File: src/design/compass_attitude_smoother_unit_defines.svh
// Assertion macros shared by the compass attitude smoother.
`ifndef COMPASS_ATTITUDE_SMOOTHER_UNIT_DEFINES_SVH
`define COMPASS_ATTITUDE_SMOOTHER_UNIT_DEFINES_SVH

// Same-cycle implication, disabled while reset is high.
`define CAS_ASSERT_NOW(label, clk, rst, ante, cons, msg) \
   label: assert property (@(posedge clk) disable iff (rst) (ante) |-> (cons)) \
      else $error(msg);

// Next-cycle implication, disabled while reset is high.
`define CAS_ASSERT_NEXT(label, clk, rst, ante, cons, msg) \
   label: assert property (@(posedge clk) disable iff (rst) (ante) |=> (cons)) \
      else $error(msg);

`endif

File: src/design/cas_pkg.sv
`default_nettype none

package cas_pkg;

   // Item kinds on the request channel.
   localparam logic REQ_SAMPLE = 1'b0;
   localparam logic REQ_LEVEL  = 1'b1;

   // Configuration register indexes.
   localparam logic CSR_MOUNT_OFFSET    = 1'b0;
   localparam logic CSR_SMOOTHING_ALPHA = 1'b1;

   // Reset value of the smoothing factor (0.25 with 16 fraction bits).
   localparam logic [15:0] ALPHA_RESET = 16'd16384;

   // Full circle in hundredths of a degree and its multiples for the input wrap.
   localparam logic [16:0] CIRCLE_1X = 17'd36000;
   localparam logic [16:0] CIRCLE_2X = 17'd72000;
   localparam logic [16:0] CIRCLE_3X = 17'd108000;

   // Full and half circle with 16 fraction bits.
   localparam logic [31:0]        CIRCLE_FX_U = 32'd2359296000;
   localparam logic signed [33:0] CIRCLE_FX   = 34'sd2359296000;
   localparam logic signed [33:0] HALF_FX     = 34'sd1179648000;

   // Offset saturation bound.
   localparam logic signed [16:0] OFFSET_MAX = 17'sd32767;

endpackage

`default_nettype wire

File: src/design/compass_attitude_smoother_unit.sv
// Compass attitude smoother: a sample item wraps raw heading plus the mount
// offset into 0..35999, moves the smoothed heading along the shortest arc by
// alpha times the wrapped difference, levels pitch and roll by stored offsets
// and updates their running minimum and maximum; a level item (ignored until a
// first sample) captures the negated last raw pitch and roll as offsets and
// clears the extremes. Every item gives exactly one response item. The block
// takes one item per clock while the response channel is not stalled, through
// an input register (which already holds the wrapped heading) and a response
// register, with the single 17x32 alpha multiply and the state update between
// them. The state feeds back within that one stage, so back-to-back items see
// each other's updates. Configuration writes are always accepted and must only
// be issued while the block is idle.
`default_nettype none

`include "compass_attitude_smoother_unit_defines.svh"

module compass_attitude_smoother_unit (
   input  wire                clock,
   input  wire                reset,
   // Configuration port.
   input  wire                csr_valid,
   output logic               csr_ready,
   input  wire                csr_index,
   input  wire         [15:0] csr_data,
   // Request channel.
   input  wire                req_valid,
   output logic               req_ready,
   input  wire                req_type,
   input  wire         [15:0] req_raw_heading,
   input  wire  signed [15:0] req_raw_pitch,
   input  wire  signed [15:0] req_raw_roll,
   // Response channel.
   output logic               rsp_valid,
   input  wire                rsp_ready,
   output logic        [15:0] rsp_compass_heading,
   output logic signed [16:0] rsp_pitch_level_out,
   output logic signed [16:0] rsp_roll_level_out,
   output logic signed [16:0] rsp_pitch_max,
   output logic signed [16:0] rsp_pitch_min,
   output logic signed [16:0] rsp_roll_max,
   output logic signed [16:0] rsp_roll_min,
   output logic               rsp_extremes_valid,
   output logic               rsp_heading_valid
);

   // Configuration registers.
   logic [15:0] mount_offset_ff;
   logic [15:0] alpha_ff;

   // Input stage.
   logic               in_valid_ff;
   logic               in_type_ff;
   logic        [15:0] in_heading_ff;
   logic signed [15:0] in_pitch_ff;
   logic signed [15:0] in_roll_ff;

   // Block state and next values.
   logic        [31:0] smooth_ff, smooth_in;
   logic               heading_seen_ff, heading_seen_in;
   logic signed [15:0] pitch_offset_ff, pitch_offset_in;
   logic signed [15:0] roll_offset_ff, roll_offset_in;
   logic signed [15:0] last_pitch_ff, last_pitch_in;
   logic signed [15:0] last_roll_ff, last_roll_in;
   logic               raw_seen_ff, raw_seen_in;
   logic signed [16:0] pitch_max_ff, pitch_max_in;
   logic signed [16:0] pitch_min_ff, pitch_min_in;
   logic signed [16:0] roll_max_ff, roll_max_in;
   logic signed [16:0] roll_min_ff, roll_min_in;
   logic               extremes_seen_ff, extremes_seen_in;

   // Output stage.
   logic out_valid_ff;

   // Handshake.
   logic advance;
   logic in_take;
   logic stage_fire;

   assign csr_ready  = 1'b1;
   assign advance    = !out_valid_ff || rsp_ready;
   assign req_ready  = !in_valid_ff || advance;
   assign in_take    = req_valid && req_ready;
   assign stage_fire = in_valid_ff && advance;
   assign rsp_valid  = out_valid_ff;

   // Configuration writes.
   always_ff @(posedge clock) begin
      if (reset) begin
         mount_offset_ff <= '0;
         alpha_ff        <= cas_pkg::ALPHA_RESET;
      end else if (csr_valid && csr_ready) begin
         case (csr_index)
            cas_pkg::CSR_MOUNT_OFFSET:    mount_offset_ff <= csr_data;
            cas_pkg::CSR_SMOOTHING_ALPHA: alpha_ff        <= csr_data;
            default: ;
         endcase
      end
   end

   // Heading plus mount offset, reduced modulo a full circle on the way in.
   logic [16:0] head_sum;
   logic [16:0] head_wrap;

   always_comb begin
      head_sum = {1'b0, req_raw_heading} + {1'b0, mount_offset_ff};
      if (head_sum >= cas_pkg::CIRCLE_3X) begin
         head_wrap = head_sum - cas_pkg::CIRCLE_3X;
      end else if (head_sum >= cas_pkg::CIRCLE_2X) begin
         head_wrap = head_sum - cas_pkg::CIRCLE_2X;
      end else if (head_sum >= cas_pkg::CIRCLE_1X) begin
         head_wrap = head_sum - cas_pkg::CIRCLE_1X;
      end else begin
         head_wrap = head_sum;
      end
   end

   // Input register.
   always_ff @(posedge clock) begin
      if (reset) begin
         in_valid_ff <= 1'b0;
      end else if (req_ready) begin
         in_valid_ff <= req_valid;
      end
   end

   always_ff @(posedge clock) begin
      if (in_take) begin
         in_type_ff    <= req_type;
         in_heading_ff <= head_wrap[15:0];
         in_pitch_ff   <= req_raw_pitch;
         in_roll_ff    <= req_raw_roll;
      end
   end

   // Shortest-arc smoothing step.
   logic        [31:0] target;
   logic signed [33:0] diff;
   logic signed [33:0] diff_wrap;
   logic signed [48:0] product;
   logic signed [32:0] step;
   logic signed [33:0] smooth_sum;
   logic        [31:0] smooth_step;

   always_comb begin
      target = {in_heading_ff, 16'd0};
      diff   = $signed({2'b00, target}) - $signed({2'b00, smooth_ff});
      if (diff > cas_pkg::HALF_FX) begin
         diff_wrap = diff - cas_pkg::CIRCLE_FX;
      end else if (diff < -cas_pkg::HALF_FX) begin
         diff_wrap = diff + cas_pkg::CIRCLE_FX;
      end else begin
         diff_wrap = diff;
      end
      // The upper bits of the product are the step rounded toward minus infinity.
      product    = $signed({1'b0, alpha_ff}) * $signed(diff_wrap[31:0]);
      step       = product[48:16];
      smooth_sum = $signed({2'b00, smooth_ff}) + $signed({step[32], step});
      if (smooth_sum >= cas_pkg::CIRCLE_FX) begin
         smooth_step = 32'(smooth_sum - cas_pkg::CIRCLE_FX);
      end else if (smooth_sum < 34'sd0) begin
         smooth_step = 32'(smooth_sum + cas_pkg::CIRCLE_FX);
      end else begin
         smooth_step = smooth_sum[31:0];
      end
   end

   // Leveled attitude of a sample and the captured offsets of a level item.
   logic signed [16:0] pitch_lvl;
   logic signed [16:0] roll_lvl;
   logic signed [16:0] pitch_neg;
   logic signed [16:0] roll_neg;

   always_comb begin
      pitch_lvl = 17'(in_pitch_ff) + 17'(pitch_offset_ff);
      roll_lvl  = 17'(in_roll_ff) + 17'(roll_offset_ff);
      pitch_neg = -17'(last_pitch_ff);
      roll_neg  = -17'(last_roll_ff);
   end

   // Next state.
   always_comb begin
      smooth_in        = smooth_ff;
      heading_seen_in  = heading_seen_ff;
      pitch_offset_in  = pitch_offset_ff;
      roll_offset_in   = roll_offset_ff;
      last_pitch_in    = last_pitch_ff;
      last_roll_in     = last_roll_ff;
      raw_seen_in      = raw_seen_ff;
      pitch_max_in     = pitch_max_ff;
      pitch_min_in     = pitch_min_ff;
      roll_max_in      = roll_max_ff;
      roll_min_in      = roll_min_ff;
      extremes_seen_in = extremes_seen_ff;
      if (in_type_ff == cas_pkg::REQ_SAMPLE) begin
         smooth_in        = heading_seen_ff ? smooth_step : target;
         heading_seen_in  = 1'b1;
         last_pitch_in    = in_pitch_ff;
         last_roll_in     = in_roll_ff;
         raw_seen_in      = 1'b1;
         extremes_seen_in = 1'b1;
         if (!extremes_seen_ff || pitch_lvl > pitch_max_ff) pitch_max_in = pitch_lvl;
         if (!extremes_seen_ff || pitch_lvl < pitch_min_ff) pitch_min_in = pitch_lvl;
         if (!extremes_seen_ff || roll_lvl > roll_max_ff) roll_max_in = roll_lvl;
         if (!extremes_seen_ff || roll_lvl < roll_min_ff) roll_min_in = roll_lvl;
      end else if (raw_seen_ff) begin
         // Negation saturates only for a raw value of -32768.
         pitch_offset_in  = (pitch_neg > cas_pkg::OFFSET_MAX) ? 16'sd32767
                                                              : pitch_neg[15:0];
         roll_offset_in   = (roll_neg > cas_pkg::OFFSET_MAX) ? 16'sd32767
                                                             : roll_neg[15:0];
         pitch_max_in     = '0;
         pitch_min_in     = '0;
         roll_max_in      = '0;
         roll_min_in      = '0;
         extremes_seen_in = 1'b0;
      end
   end

   // State registers.
   always_ff @(posedge clock) begin
      if (reset) begin
         smooth_ff        <= '0;
         heading_seen_ff  <= 1'b0;
         pitch_offset_ff  <= '0;
         roll_offset_ff   <= '0;
         last_pitch_ff    <= '0;
         last_roll_ff     <= '0;
         raw_seen_ff      <= 1'b0;
         pitch_max_ff     <= '0;
         pitch_min_ff     <= '0;
         roll_max_ff      <= '0;
         roll_min_ff      <= '0;
         extremes_seen_ff <= 1'b0;
      end else if (stage_fire) begin
         smooth_ff        <= smooth_in;
         heading_seen_ff  <= heading_seen_in;
         pitch_offset_ff  <= pitch_offset_in;
         roll_offset_ff   <= roll_offset_in;
         last_pitch_ff    <= last_pitch_in;
         last_roll_ff     <= last_roll_in;
         raw_seen_ff      <= raw_seen_in;
         pitch_max_ff     <= pitch_max_in;
         pitch_min_ff     <= pitch_min_in;
         roll_max_ff      <= roll_max_in;
         roll_min_ff      <= roll_min_in;
         extremes_seen_ff <= extremes_seen_in;
      end
   end

   // Response register.
   always_ff @(posedge clock) begin
      if (reset) begin
         out_valid_ff <= 1'b0;
      end else if (advance) begin
         out_valid_ff <= in_valid_ff;
      end
   end

   always_ff @(posedge clock) begin
      if (stage_fire) begin
         rsp_compass_heading <= smooth_in[31:16];
         rsp_pitch_level_out <= 17'(last_pitch_in) + 17'(pitch_offset_in);
         rsp_roll_level_out  <= 17'(last_roll_in) + 17'(roll_offset_in);
         rsp_pitch_max       <= extremes_seen_in ? pitch_max_in : '0;
         rsp_pitch_min       <= extremes_seen_in ? pitch_min_in : '0;
         rsp_roll_max        <= extremes_seen_in ? roll_max_in : '0;
         rsp_roll_min        <= extremes_seen_in ? roll_min_in : '0;
         rsp_extremes_valid  <= extremes_seen_in;
         rsp_heading_valid   <= heading_seen_in;
      end
   end

   // Checks on the internal state.
   `CAS_ASSERT_NOW(a_heading_range, clock, reset, 1'b1, smooth_ff < cas_pkg::CIRCLE_FX_U, "smoothed heading left the circle")
   `CAS_ASSERT_NOW(a_extremes_order, clock, reset, extremes_seen_ff, (pitch_min_ff <= pitch_max_ff) && (roll_min_ff <= roll_max_ff), "minimum above maximum")
   `CAS_ASSERT_NEXT(a_level_ignored, clock, reset, stage_fire && (in_type_ff == cas_pkg::REQ_LEVEL) && !raw_seen_ff, $stable(pitch_offset_ff) && $stable(roll_offset_ff), "level item before any sample changed the offsets")

endmodule

`default_nettype wire
File: config.mk
export PLATFORM = sky130hd
export DESIGN_NAME = compass_attitude_smoother_unit
export DESIGN_NICKNAME = d
export VERILOG_FILES = /design/src/design/cas_pkg.sv /design/src/design/compass_attitude_smoother_unit.sv
export VERILOG_INCLUDE_DIRS = /design/src /design/src/design
export SDC_FILE = /design/constraint.sdc
export NUM_CORES = 2
export LEC_CHECK = 0
export BUFFER_PORTS_ARGS = -buffer_cell sky130_fd_sc_hd__buf_4
export CAP_MARGIN = 20
export CORE_MARGIN = 1
export CORE_UTILIZATION = 48
export DETAILED_ROUTE_END_ITERATION = 10
export PLACE_DENSITY = 0.76
export SYNTH_ARGS = -nofsm -noshare
export SYNTH_HDL_FRONTEND = slang
export SYNTH_SLANG_ARGS = --single-unit
export TNS_END_PERCENT = 50
File: constraint.sdc
create_clock -name clock -period 38.5 [get_ports clock]
set_input_delay 7.7 -clock clock [delete_from_list [all_inputs] [get_ports clock]]
set_output_delay 7.7 -clock clock [all_outputs]
set_load 0.01 [all_outputs]
After elaboration in Yosys (flattened, before gate mapping):

Cells that the tools add are included.

* input bits: 71
* latch bits: 0
* output and inout bits: 123
* RAM bits: 0
* ROM bits: 0
* flip-flop bits (word level): 370
* memories: 0

* equal/unequal tests: 0
* reduce and logical (&&, ||, !) cells: 14
* muxes and demuxes: 32
* bitwise operators: 2
* shifts and indexed selects: 0
* multiply operators: 1
* order comparisons: 13
* add/sub/neg operators: 16
* div/mod/pow operators: 0

Operator list (number)
* 17-bit 2-to-1 mux: 12
* 32-bit 2-to-1 mux: 6
* 16-bit 2-to-1 mux: 11
* 16-bit by 16-bit adder with 17-bit output: 5
* 32-bit adder (second input constant): 2
* 32-bit subtractor (second input constant): 2
* 17-bit by 32-bit multiplier with 49-bit output: 1
* 33-bit by 33-bit adder with 34-bit output: 1
* 17-bit >= comparator (second input constant): 2
* 34-bit by 33-bit >= comparator with 1-bit output (second input constant): 1
* 17-bit by 16-bit greater-than comparator with 1-bit output (second input constant): 2
* 17-bit greater-than comparator: 2
* 17-bit < comparator: 2
* 34-bit by 1-bit < comparator with 1-bit output (second input constant): 1
* 16-bit negation with 17-bit output: 2
* 33-bit by 32-bit greater-than comparator with 1-bit output (second input constant): 1
* 33-bit by 32-bit < comparator with 1-bit output (second input constant): 1
* 32-bit by 32-bit subtractor with 33-bit output: 1
* 16-bit subtractor (second input constant): 2
* 17-bit by 16-bit >= comparator with 1-bit output (second input constant): 1
* 16-bit by 13-bit subtractor with 16-bit output (second input constant): 1
* 1-bit logical OR: 6
* 2-bit AND reduction: 3
* 1-bit logical NOT: 3
* other kinds (3): 7

Depth between registers and ports, before layout:

* word-level depth: 11
* gate-level depth with buffers: 56

Worst setup path before layout:

Ideal clock, no wire load.

* path type: input -> output
* from: input port rsp_ready
* to: output port req_ready
* setup slack: 22.803 ns
* required time: 30.800 ns
* arrival time: 7.997 ns
* cell stages on the path: 2
* cells stage by stage: nor2b_1 > nand2_1

* cells in the longest elaborated chain, start to end: 2

Ends and longest elaborated chain
* start, declared: RTL line compass_attitude_smoother_unit.sv:34 `input wire rsp_ready,`
* 1-bit logical OR: RTL line compass_attitude_smoother_unit.sv:80 `assign advance = !out_valid_ff || rsp_ready;`
* 1-bit logical OR: RTL line compass_attitude_smoother_unit.sv:81 `assign req_ready = !in_valid_ff || advance;`
* end, declared: RTL line compass_attitude_smoother_unit.sv:27 `output logic req_ready,`

Every way passes these cells.

Worst setup path after layout:

* from: register smooth_ff[0]
* to: register smooth_ff[24]

* cells in the longest elaborated chain, start to end: 11
* elaborated cells on any way between the ends: 17

Ends and longest elaborated chain
* start, declared: RTL line compass_attitude_smoother_unit.sv:58 `logic [31:0] smooth_ff, smooth_in;`
* start signal, assigned: RTL line compass_attitude_smoother_unit.sv:235 `smooth_ff <= smooth_in;`
* 32-bit by 32-bit subtractor with 33-bit output: RTL line compass_attitude_smoother_unit.sv:146 `diff = $signed({2'b00, target}) - $signed({2'b00, smooth_ff});`
* 32-bit adder or 33-bit by 32-bit < comparator with 1-bit output (tied branches): RTL line compass_attitude_smoother_unit.sv:150, compass_attitude_smoother_unit.sv:149
* 32-bit 2-to-1 mux: RTL line compass_attitude_smoother_unit.sv:149 `end else if (diff < -cas_pkg::HALF_FX) begin`
* 32-bit 2-to-1 mux: RTL line compass_attitude_smoother_unit.sv:147 `if (diff > cas_pkg::HALF_FX) begin`
* 17-bit by 32-bit multiplier with 49-bit output: RTL line compass_attitude_smoother_unit.sv:155 `product = $signed({1'b0, alpha_ff}) * $signed(diff_wrap[31:0]);`
* 33-bit by 33-bit adder with 34-bit output *: RTL line compass_attitude_smoother_unit.sv:157 `smooth_sum = $signed({2'b00, smooth_ff}) + $signed({step[32], step});`
* 32-bit adder or 34-bit by 1-bit < comparator with 1-bit output (tied branches): RTL line compass_attitude_smoother_unit.sv:161, compass_attitude_smoother_unit.sv:160
* 32-bit 2-to-1 mux: RTL line compass_attitude_smoother_unit.sv:160 `end else if (smooth_sum < 34'sd0) begin`
* 32-bit 2-to-1 mux *: RTL line compass_attitude_smoother_unit.sv:158 `if (smooth_sum >= cas_pkg::CIRCLE_FX) begin`
* 32-bit 2-to-1 mux *: RTL line compass_attitude_smoother_unit.sv:195 `smooth_in = heading_seen_ff ? smooth_step : target;`
* 32-bit 2-to-1 mux *: RTL line compass_attitude_smoother_unit.sv:194 `if (in_type_ff == cas_pkg::REQ_SAMPLE) begin`

Mark *: on every way between the ends. The rest lies on a longest branch, timed or not.
A chain may end at the register's enable or synchronous reset.

==> qor.txt <==
Status: completed
Crit path largest cell delay: 0.75 ns
Ports: 194
WL per Instance: 19.5 µm
Final ANT Viol Nets: 0
Synthesized area per cell: 8.61 µm²
CP Data Required Time: 38.97 ns
TritonCTS Buffers: 40
Total GRT Usage: 0.266
Met2 wire length: 58200 µm
Starting Density: 0.487
Core region area: 0.0904 mm²
Layout cell share with drive strength beyond 1: 0.0825
Post-synthesis mux area share: 0.0150
Clk_skew: 0.0358 ns
Hold path cells: 2
Root Buffer: clkbuf_16
CTS tree: yes
Type of element capturing the critical path: flop
Global placer's final weighted congestion: 0.964
First-pass GRT wire length: 199000 µm
Initial antenna violation count: 1
Normalized max-slew margin: 0.235
Post-synthesis cell count: 5114
Vias: 37088
Max layer used: met4
Slowest CP cell: a211oi_1
Setup bufs post-CTS: 0
DRT Wirelength: 123000 µm
H-tree depth: 2
Synth Area in XOR/XNOR: 0.0356
Worst R2R Setup Slack: 22.52 ns
Worst-Skew Late Latency: 0.59 ns
Max cap viols: 0
Synthesized Nets: 5997
Synthesized area: 0.0440 mm²
Top FF cell, synth: dfxtp_1
Max Clk Rate: 0.0626 GHz
Pre-Repair DR Iteration Count: 7
Pin count of the biggest net entering global routing: 84
Area grow syn2layout: 8.42%
Post-DR vias/cell: 5.85
Adder-Cell Fraction of Synth Area: 0.314
Compound-cell area share of the yosys netlist: 0.162
Hold crit path type: flop to flop
Post-synth EDFFs: 169
Post-synthesis simple-gate area fraction: 0.178
Crit-path max FO: 24
Iter 0 DRT Violations: 3422
Critical R2R Capture: smooth_ff[24]
Hold path start: alpha_ff[0]
FP Rows: 110
Overflow after GRT: 0
Post-synth cell types: 94
Launching point of the worst reg2reg path: smooth_ff[0]
Setup TNS: 0 ns
Clock Sinks: 370
Final HPWL from detailed placement: 92500 µm
Final Cycle Share: 0.415
Startpoint types: flop
Fin crit period: 15.98 ns
Vias in the first global route: 36813
Overall die area: 0.0930 mm²
Hold path endpoint: alpha_ff[0]
Final setup vio count: 0
Post-synth ARST share: 0
Die H: 305 µm
Synth Warn #: 0
RSZ-0062 raised after global routing: false
Clock Path Buffers: 3
Post-synthesis sequential area ratio: 0.207
Cell depth of the worst flop-to-flop path: 46
Nets@finish: 6016
DRT met1 WL: 51700 µm
Die width: 305 µm
Clk slew on worst S/H paths: 0.07 ns
DRC viols: 0
Most frequent cells in the layout: 756 x inv_1, 638 x nand2_1, 486 x fa_1
Most common cell after layout, fill and taps aside: inv_1
Post-cts sizing count: 0
Type of the worst setup path: flop to flop
IO Port Bufs: 192
Max-slew violations: 0
Number of synthesized register bits: 370
Routed wl met3: 9680 µm
Critical path arrival: 16.45 ns
Hold_buf cts: 0
Slew @ Worst Pin: 1.14 ns
Main combinational cell family by area after synthesis: adder cells
Final hold viol count: 0
## layout make-up
cell class | instances | area, µm²
inverter | 757 | 2850
timing repair buffer | 252 | 1900
clock buffer | 50 | 1120
antenna | 2 | 5.00
sequential | 370 | 9110
clock inverter | 23 | 205
multi-input combinational | 3712 | 31100
tap | 1176 | 1470
fill | 8219 | 42700
## routing by layer
layer / track usage / vias up
li1: - / 17309
met1: 0.357 / 18018
met2: 0.438 / 1514
met3: 0.0449 / 247
met4: 0.0792 / 0
met5: 0 / -
## cells by family after synthesis
group                      count (synthesis)
and+or+nand+nor                         1622
other                                      1
adders and majority gates                815
xor gates and xnor gates                 179
DFF                                      370
buffers and inverters                   1032
AOI/OAI and AO/OA                       1034
muxes                                     61
## registers in the layout (all words and copies together) (netlist names), 17 cells and up
name / cells
pitch_max_ff: 17
roll_max_ff: 17
smooth_ff: 32
rsp_roll_min: 17
roll_min_ff: 17
rsp_pitch_max: 17
rsp_roll_max: 17
rsp_pitch_level_out: 17
rsp_pitch_min: 17
rsp_roll_level_out: 17
pitch_min_ff: 17
## synthesized netlist by cell type (38+ instances only)
library cell	count	area [µm²]
a211oi_1	51	383
a21o_1	75	563
a21oi_1	299	1500
a22o_1	54	473
a31oi_1	64	400
and2_1	178	1110
and3_1	85	532
clkbuf_1	239	897
dfxtp_1	201	4020
edfxtp_1	169	5070
fa_1	486	9730
ha_1	326	4080
inv_1	756	2840
mux2_2	40	450
nand2_1	638	2390
nand3_1	138	691
nand4_1	51	319
nor2_1	233	875
nor3_1	82	410
nor4_1	38	238
o21a_1	43	323
o21ai_0	96	480
xnor2_1	129	1130
xor2_1	50	438
## stage by stage
step	instance area, µm²	cells	hold WS [ns]	util	setup WS (ns)
floorplan	44000	5114	0.440	-	22.80
finish	47700	6342	0.467	0.528	22.52
detailed placement	46400	6266	0.460	0.513	22.54
global placement	46400	6266	0.447	0.513	22.55
global route	47700	6341	0.477	0.528	21.25
CTS	47700	6339	0.469	0.528	22.53
## worst max-delay path, delay by kind of cell (launching register included)
kind                       cells  cell delay (ns)
xor gates and xnor gates       3             0.44
adders and majority gates      9             4.20
and+or+nand+nor                8             3.04
buffers and inverters          8             0.96
AOI/OAI and AO/OA             18             6.63
DFF                            1             0.59
## worst max-delay path by stage
| stage | to | from | slack [ns] |
|---|---|---|---|
| after floorplan | req_ready | rsp_ready | 22.80 |
| after global placement | req_ready | rsp_ready | 22.55 |
| after global routing | smooth_ff[25] | smooth_ff[0] | 21.25 |
| after detailed placement | req_ready | rsp_ready | 22.54 |
| final | smooth_ff[24] | smooth_ff[0] | 22.52 |
| after CTS | req_ready | rsp_ready | 22.53 |
Power is left out: the tool's default activity adds up to more than one toggle a clock period on the data nets, which glitch-free logic cannot reach.
